<file path="src/sv/ppa_pkg.sv">
`default_nettype none
package ppa_pkg;
	localparam int TRIG_BITS_DEF = 18;
	localparam int COUNT_BITS_DEF = 32;
	localparam int MICROTIME_BITS_DEF = 16;
	localparam int CORDIC_ITERS = 30;
	localparam int IT_W = 5;
	localparam logic signed [33:0] CORDIC_GAIN = 34'sd652032874;
	localparam logic signed [33:0] MINUS_ONE_Q28 = -(34'sd1 <<< 28);

	localparam logic [1:0] ST_VALID = 2'd0;
	localparam logic [1:0] ST_FEW = 2'd1;
	localparam logic [1:0] ST_DEGEN = 2'd2;

	localparam logic [1:0] REG_PHASE_STEP = 2'd0;
	localparam logic [1:0] REG_MIN_PHOTONS = 2'd1;
	localparam logic [1:0] REG_IRF_REAL = 2'd2;
	localparam logic [1:0] REG_IRF_IMAG = 2'd3;

	// datapath commands from the controller
	typedef struct packed {
		logic load_phase;   // capture microtime, start rotation
		logic rot_step;     // one CORDIC iteration
		logic accum;        // add rounded trig to totals
		logic clear_tot;    // clear totals after a result
		logic mean_start;   // set up mean division
		logic div_step;     // one restoring division step
		logic mean_c_done;  // store cosine mean, load sine mean
		logic mean_s_done;  // store sine mean
		logic mul_a;        // first product pair
		logic mul_b;        // second product pair
		logic num_done;     // form sine numerator and denominator
		logic q_start_g;    // load g quotient
		logic q_start_s;    // load s quotient
		logic q_g_done;
		logic q_s_done;
		logic [IT_W-1:0] iter;
	} ppa_cmd_t;

	typedef struct packed {
		logic count_full;
		logic degen;
		logic too_few;
	} ppa_sts_t;

	function automatic logic [31:0] atan_turn(input logic [IT_W-1:0] i);
		case (i)
			5'd0: atan_turn = 32'h20000000;  5'd1: atan_turn = 32'h12E4051E;
			5'd2: atan_turn = 32'h09FB385B;  5'd3: atan_turn = 32'h051111D4;
			5'd4: atan_turn = 32'h028B0D43;  5'd5: atan_turn = 32'h0145D7E1;
			5'd6: atan_turn = 32'h00A2F61E;  5'd7: atan_turn = 32'h00517C55;
			5'd8: atan_turn = 32'h0028BE53;  5'd9: atan_turn = 32'h00145F2F;
			5'd10: atan_turn = 32'h000A2F98; 5'd11: atan_turn = 32'h000517CC;
			5'd12: atan_turn = 32'h00028BE6; 5'd13: atan_turn = 32'h000145F3;
			5'd14: atan_turn = 32'h0000A2FA; 5'd15: atan_turn = 32'h0000517D;
			5'd16: atan_turn = 32'h000028BE; 5'd17: atan_turn = 32'h0000145F;
			5'd18: atan_turn = 32'h00000A30; 5'd19: atan_turn = 32'h00000518;
			5'd20: atan_turn = 32'h0000028C; 5'd21: atan_turn = 32'h00000146;
			5'd22: atan_turn = 32'h000000A3; 5'd23: atan_turn = 32'h00000051;
			5'd24: atan_turn = 32'h00000029; 5'd25: atan_turn = 32'h00000014;
			5'd26: atan_turn = 32'h0000000A; 5'd27: atan_turn = 32'h00000005;
			5'd28: atan_turn = 32'h00000003; 5'd29: atan_turn = 32'h00000001;
			default: atan_turn = 32'h0;
		endcase
	endfunction
endpackage
`default_nettype wire

</file>
<file path="src/sv/ppa_ctrl.sv">
`default_nettype none
module ppa_ctrl #(
	parameter int TRIG_BITS = ppa_pkg::TRIG_BITS_DEF,
	parameter int COUNT_BITS = ppa_pkg::COUNT_BITS_DEF
) (
	input  wire logic              clk,
	input  wire logic              arst_n,
	input  wire logic              in_fire,
	input  wire logic              in_last,
	output logic                   in_ready,
	output logic                   out_valid,
	input  wire logic              out_ready,
	output logic [1:0]             status,
	output ppa_pkg::ppa_cmd_t      cmd,
	input  wire ppa_pkg::ppa_sts_t sts
);
	import ppa_pkg::*;

	localparam int MAG_W = TRIG_BITS + COUNT_BITS + 31 - TRIG_BITS;
	localparam int CNT_W = 7;
	localparam logic [3:0] S_IDLE = 4'd0, S_ROT = 4'd1, S_ACC = 4'd2, S_DEC = 4'd3,
		S_MC = 4'd4, S_MS = 4'd5, S_MULA = 4'd6, S_MULB = 4'd7, S_NUM = 4'd8,
		S_QG = 4'd9, S_QS = 4'd10, S_QSD = 4'd11, S_OUT = 4'd12, S_MSD = 4'd13;

	logic [3:0] st_q;
	logic [CNT_W-1:0] n_q;
	logic last_q;

	assign in_ready = (st_q == S_IDLE);
	assign out_valid = (st_q == S_OUT);

	always_comb begin
		cmd = '0;
		cmd.iter = n_q[IT_W-1:0];
		cmd.load_phase = in_fire;
		cmd.rot_step = (st_q == S_ROT);
		cmd.accum = (st_q == S_ACC) && !sts.count_full;
		cmd.mean_start = (st_q == S_DEC);
		cmd.div_step = (st_q == S_MC) || (st_q == S_MS) || (st_q == S_QG) || (st_q == S_QS);
		cmd.mean_c_done = (st_q == S_MS) && (n_q == '0);
		cmd.div_step = cmd.div_step && !cmd.mean_c_done;
		cmd.mean_s_done = (st_q == S_MSD);
		cmd.mul_a = (st_q == S_MULA);
		cmd.mul_b = (st_q == S_MULB);
		cmd.num_done = (st_q == S_NUM);
		cmd.q_start_g = (st_q == S_NUM);
		cmd.q_g_done = (st_q == S_QS) && (n_q == '0);
		cmd.q_start_s = cmd.q_g_done;
		cmd.q_s_done = (st_q == S_QSD);
		if (cmd.q_g_done) cmd.div_step = 1'b0;
		cmd.clear_tot = (st_q == S_OUT) && out_ready;
	end

	// advance the sequence
	always_ff @(posedge clk or negedge arst_n) begin
		if (!arst_n) begin
			st_q <= S_IDLE; n_q <= '0; last_q <= 1'b0; status <= ST_VALID;
		end else begin
			case (st_q)
				S_IDLE: if (in_fire) begin
					st_q <= S_ROT; n_q <= '0; last_q <= in_last;
				end
				S_ROT: begin
					if (n_q == CNT_W'(CORDIC_ITERS - 1)) st_q <= S_ACC;
					else n_q <= n_q + 1'b1;
				end
				S_ACC: st_q <= last_q ? S_DEC : S_IDLE;
				S_DEC: begin
					if (sts.degen) begin status <= ST_DEGEN; st_q <= S_OUT; end
					else if (sts.too_few) begin status <= ST_FEW; st_q <= S_OUT; end
					else begin status <= ST_VALID; st_q <= S_MC; n_q <= CNT_W'(MAG_W - 1); end
				end
				S_MC: begin
					if (n_q == '0) begin st_q <= S_MS; n_q <= '0; end
					else n_q <= n_q - 1'b1;
				end
				S_MS: begin
					if (n_q == '0) n_q <= CNT_W'(MAG_W);
					else if (n_q == 7'd1) begin st_q <= S_MSD; n_q <= '0; end
					else n_q <= n_q - 1'b1;
				end
				S_MSD: st_q <= S_MULA;
				S_MULA: st_q <= S_MULB;
				S_MULB: st_q <= S_NUM;
				S_NUM: begin st_q <= S_QG; n_q <= 7'd91; end
				S_QG: begin
					if (n_q == '0) begin st_q <= S_QS; n_q <= '0; end
					else n_q <= n_q - 1'b1;
				end
				S_QS: begin
					if (n_q == '0) n_q <= 7'd92;
					else if (n_q == 7'd1) begin st_q <= S_QSD; n_q <= '0; end
					else n_q <= n_q - 1'b1;
				end
				S_QSD: st_q <= S_OUT;
				S_OUT: if (out_ready) st_q <= S_IDLE;
				default: st_q <= S_IDLE;
			endcase
		end
	end

	a_out_only_on_last: assert property (@(posedge clk) disable iff (!arst_n)
		$rose(out_valid) |-> last_q) else $error("result without last word");
	a_no_in_busy: assert property (@(posedge clk) disable iff (!arst_n)
		in_fire |-> st_q == S_IDLE) else $error("word taken while busy");
	a_status_code: assert property (@(posedge clk) disable iff (!arst_n)
		out_valid |-> (status == ST_VALID || status == ST_FEW || status == ST_DEGEN))
		else $error("bad status");
endmodule
`default_nettype wire

</file>
<file path="config.mk">
export PLATFORM = sky130hd
export DESIGN_NAME = ppa_ctrl
export DESIGN_NICKNAME = d
export VERILOG_FILES = /design/src/sv/ppa_pkg.sv /design/src/sv/ppa_ctrl.sv
export SDC_FILE = /design/constraint.sdc
export NUM_CORES = 1
export LEC_CHECK = 0
export ABC_AREA = 1
export BUFFER_PORTS_ARGS = -buffer_cell sky130_fd_sc_hd__buf_2
export CAP_MARGIN = 20
export CORE_AREA = 8 8 69 56
export CTS_CLUSTER_SIZE = 24
export DETAILED_ROUTE_END_ITERATION = 7
export DIE_AREA = 0 0 77 64
export PLACE_DENSITY = 0.8
export SETUP_SLACK_MARGIN = 0.5
export SLEW_MARGIN = 20
export SYNTH_ARGS = -nofsm -noshare
export SYNTH_HDL_FRONTEND = slang
export SYNTH_SLANG_ARGS = --single-unit
</file>
<file path="constraint.sdc">
create_clock -name clk -period 1.7 [get_ports clk]
set_input_delay 0.34 -clock clk [delete_from_list [all_inputs] [get_ports clk]]
set_output_delay 0.34 -clock clk [all_outputs]
set_load 0.005 [all_outputs]
</file>
==> results.cfg, run 1 <==
[status]
tool.error = [ERROR DPL-0033] detailed placement checks failed during check placement.
status = did not finish
stop_stage = global routing (5_1_grt)

[synth]
synth.cell_area_sq_mm = 0.00143
yosysUniqueCellTypes = 27
syn_nets = 246
synthCells = 234
yosysSeqAreaShare = 0.245
ys_warn_count = 0
ys_ff_latch = 14
postSynthAreaPerCell_sq_um = 6.11

[die]
initial_utilization = 0.509
io-pin-count = 32
die_h_microns = 64
rows = 17
die_x_microns = 77

[timing]
crit_endpoint = st_q[1]$_DFFE_PN0P_/D
worst_endpoint_kind = sequential cell input

[placement]
place_area_sq_mm = 0.00170
hpwlAfterDp_mm = 3.13
place_congestion = 0.981
port_buffers = 31

[global_route]
antenna_found_initial = 0
grt_max_degree = 15

[clock_tree]
cts.htree.levels = 1
cts_buffers = 3
clock-root-buffer = clkbuf_8
clockBufferDepth = 2
clkSinkCount = 14
==> Yosys cell counts (all sizes together) <==
master | number | share of area
a21oi | 5 | 0.017
nand3 | 15 | 0.056
nand2 | 82 | 0.24
xor2 | 5 | 0.031
nor3 | 2 | 0.0070
ha | 4 | 0.035
o21ai | 17 | 0.065
a31oi | 1 | 0.0044
nor2 | 33 | 0.11
inv | 39 | 0.10
mux2 | 1 | 0.0079
a211oi | 1 | 0.0053
o211a | 1 | 0.0070
dfrtp | 14 | 0.24
buf | 10 | 0.051
nand4 | 2 | 0.0087
nor4 | 1 | 0.0044
or2 | 1 | 0.0044
==> through the flow <==
step	cells	setup slack [ps]
after floorplan	234	246
after global placement	304	82.0
after detailed placement	304	74.5
after CTS	346	6.06
==> what timing repair did <==
item,in CTS
cloned,0
pin swaps,30
hold endpoints to repair,14
endpoints found under the setup margin,34
gates resized for setup,104
buffers inserted,37
hold buffers,1
==> cells by family after synthesis <==
| logic type | count (synthesis) | share of synthesized area |
|---|---|---|
| compound gates | 25 | 0.0989 |
| simple gates | 136 | 0.430 |
| buf+inv | 49 | 0.153 |
| xor+xnor | 5 | 0.0306 |
| fa+ha+maj | 4 | 0.0350 |
| mux | 1 | 0.00787 |
| flops | 14 | 0.245 |
==> run 2: changes to the inputs <==
--- a/config.mk
+++ b/config.mk
@@ -8,12 +8,10 @@
 export ABC_AREA = 1
 export BUFFER_PORTS_ARGS = -buffer_cell sky130_fd_sc_hd__buf_2
 export CAP_MARGIN = 20
-export CORE_AREA = 8 8 69 56
-export CTS_CLUSTER_SIZE = 24
+export CORE_AREA = 8 8 69 71
 export DETAILED_ROUTE_END_ITERATION = 7
-export DIE_AREA = 0 0 77 64
-export PLACE_DENSITY = 0.8
-export SETUP_SLACK_MARGIN = 0.5
+export DIE_AREA = 0 0 77 79
+export PLACE_DENSITY_LB_ADDON = 0.15
 export SLEW_MARGIN = 20
 export SYNTH_ARGS = -nofsm -noshare
 export SYNTH_HDL_FRONTEND = slang
==> run 2 against run 1 <==
The flow now finishes, with violations (negative setup slack). Synthesized area unchanged. Synthesized cell count stayed put.
==> results.cfg, run 2 <==
[clock_tree]
clock_latency_ps = 240
cts.htree.levels = 1
cts_tree = done
clk_pin_slew_ps = 60
clockBufferDepth = 2
clkSinkCount = 14
cts_buffers = 3
clock-root-buffer = clkbuf_8

[placement]
place_congestion = 0.883
hpwlAfterDp_mm = 3.38
port_buffers = 31
post-place-cells = 323
place_ws_ps = 1.88

[detailed_routing]
drt-pass1-iter-count = 4
route.met3.wl_microns = 331
num_vias = 1660
wl_mm = 4.52
antenna_left = 0
top_layer_used = met4
wl_per_cell_microns = 12.9
wl_met1_mm = 2.05
dr_wl_met2_mm = 2.10
drt_iter0_markers = 104
vias_per_cell = 4.76
drc = 0

[synth]
ys_ff_latch = 14
yosys.area.top_type_share = 0.245
yosysMostFrequentCell = nand2_1
yosysSeqAreaShare = 0.245
syn_nets = 246
synthFlopType = dfrtp_1
synthCells = 234
synthArstFlopShare = 1.00
synth_edf_count = 0
synth.top_cells.by_count = nand2_1, inv_1, nor2_1
yosysTopAreaCell = dfrtp_1
ys_warn_count = 0
yosys-top-cells-area = dfrtp_1, nand2_1, inv_1
synth.cell_area_sq_mm = 0.00143
yosysUniqueCellTypes = 27
postSynthAreaPerCell_sq_um = 6.11

[final_layout]
diodes = 0
multi_input_area_sq_um = 958
final_cells = 349
area_growth_pct = 45.8
final_cell_mix = nand2_1, buf_4, inv_1, buf_2, nor2_1
top_register = n_q
seqCellArea_sq_um = 357
fill_cells = 398
nets = 312
largest_reg_flops = 7
final_util = 0.549
drive_gt1_frac = 0.418
largestRegisters = n_q x7, st_q x4, status x2
final_common_cell = nand2_1

[timing]
clock.fmax_ghz = 0.569
min_period_ps = 1760
grt_setup_unrepaired = true
slew_headroom = 0.755
worst_pin_slew_ps = 365
fin_ws_ps = -59.0
slew_violations = 0
finalSetupViolations = 4
clock_skew_ps = 0.546
timing.final.crit_share = 1.03
hold_viol = 0

[power]
powerDensity_mw_per_mm2 = 1980
ir_drop_uv = 1020
power_mw = 4.13
p_leak_nw = 1.19

[worst_setup_path]
r2r_end = n_q[3]
arrival_ps = 1420
cp-end-kind = primary output
cp-start-kind = flip-flop
crit_path_end = cmd[14]
reg2reg_from = st_q[1]
r2r_cells = 14
path_max_fanout = 4
crit_type = flip-flop to primary output
worstPathRequired_ps = 1360
r2r_slack_ps = 20
setup.worst_path.start = n_q[1]

[status]
violations = negative setup slack
status = complete, but fails checks

[global_route]
grt_first_pass_wirelength_mm = 7.19
grt_usage = 0.142
antenna_found_initial = 0
grt_overflow = 0
grt_max_degree = 15
grt_pass1_vias = 1499

[min_path]
hold_path_depth = 2
hold_path.class = input pin to flip-flop

[die]
die_x_microns = 77
coreArea_sq_mm = 0.00380
initial_utilization = 0.376
io-pin-count = 32
rows = 23
die_h_microns = 79
dieArea_sq_mm = 0.00608

[run]
maxCapViolCount = 0
run 2: cell counts after synthesis:
Identical to the previous run, type by type.
run 2: critical path: stages (launching register included):
cell and delay [ps]:
dfrtp_1 380, inv_2 70, buf_6 100, ha_4 130, nand2_4 50, nor2_4 130
nand2_2 90, nand2_2 80, a21oi_2 30, buf_2 120
run 2: layout make-up:
type                            count  area share
Inverter                           39      0.0762
Clock buffer                        4      0.0264
Multi-Input combinational cell    171       0.460
Sequential cell                    14       0.171
Timing Repair Buffer               71       0.236
Tap cell                           50      0.0300
run 2: routing by layer:
layer	GRT usage	up-vias
met2	0.236	62
met4	0.0226	0
met1	0.193	747
li1	-	847
met5	0	-
met3	0.0226	4
run 2: how the worst min path moves through the flow:
| stage | start | end |
|---|---|---|
| 3_3_place_gp | arst_n | last_q |
| 2_1_floorplan | arst_n | last_q |
| 4_1_cts | in_last | last_q |
| 6_report | sts[1] | status[0] |
| 5_1_grt | in_last | last_q |
| 3_5_place_dp | arst_n | last_q |
run 2: what timing repair did:
action | 4_1_cts | 5_1_grt
buffers inserted | 12 | 9
pin swaps | 4 | 3
gates resized for setup | 21 | 31
hold buffers | 1 | 0
setup endpoints to repair | 9 | 17
hold endpoints to repair | 14 | 0
run 2: metrics by stage:
step | instance area (sq um) | TNS (ps) | hold slack [ps]
floorplan | 1430 | 0 | 44.4
global placement | 1710 | -13.2 | 266
detailed placement | 1710 | 0 | 262
CTS | 1920 | -161 | 327
global route | 2080 | -1290 | 332
finish | 2080 | -102 | 326
run 2: kinds of logic after synthesis:
| group | after synthesis | synth area share |
|---|---|---|
| AOI/OAI and AO/OA | 25 | 0.0989 |
| xor gates and xnor gates | 5 | 0.0306 |
| adders and majority gates | 4 | 0.0350 |
| buffers and inverters | 49 | 0.153 |
| DFF | 14 | 0.245 |
| muxes | 1 | 0.00787 |
| and+or+nand+nor | 136 | 0.430 |
run 2: where the power goes:
group / internal, mW / switching [mW]
sequential: 0.503 / 0.184
clock: 0.205 / 0.125
combinational: 1.37 / 1.75
No activity file was read; power rests on OpenSTA's default activity.
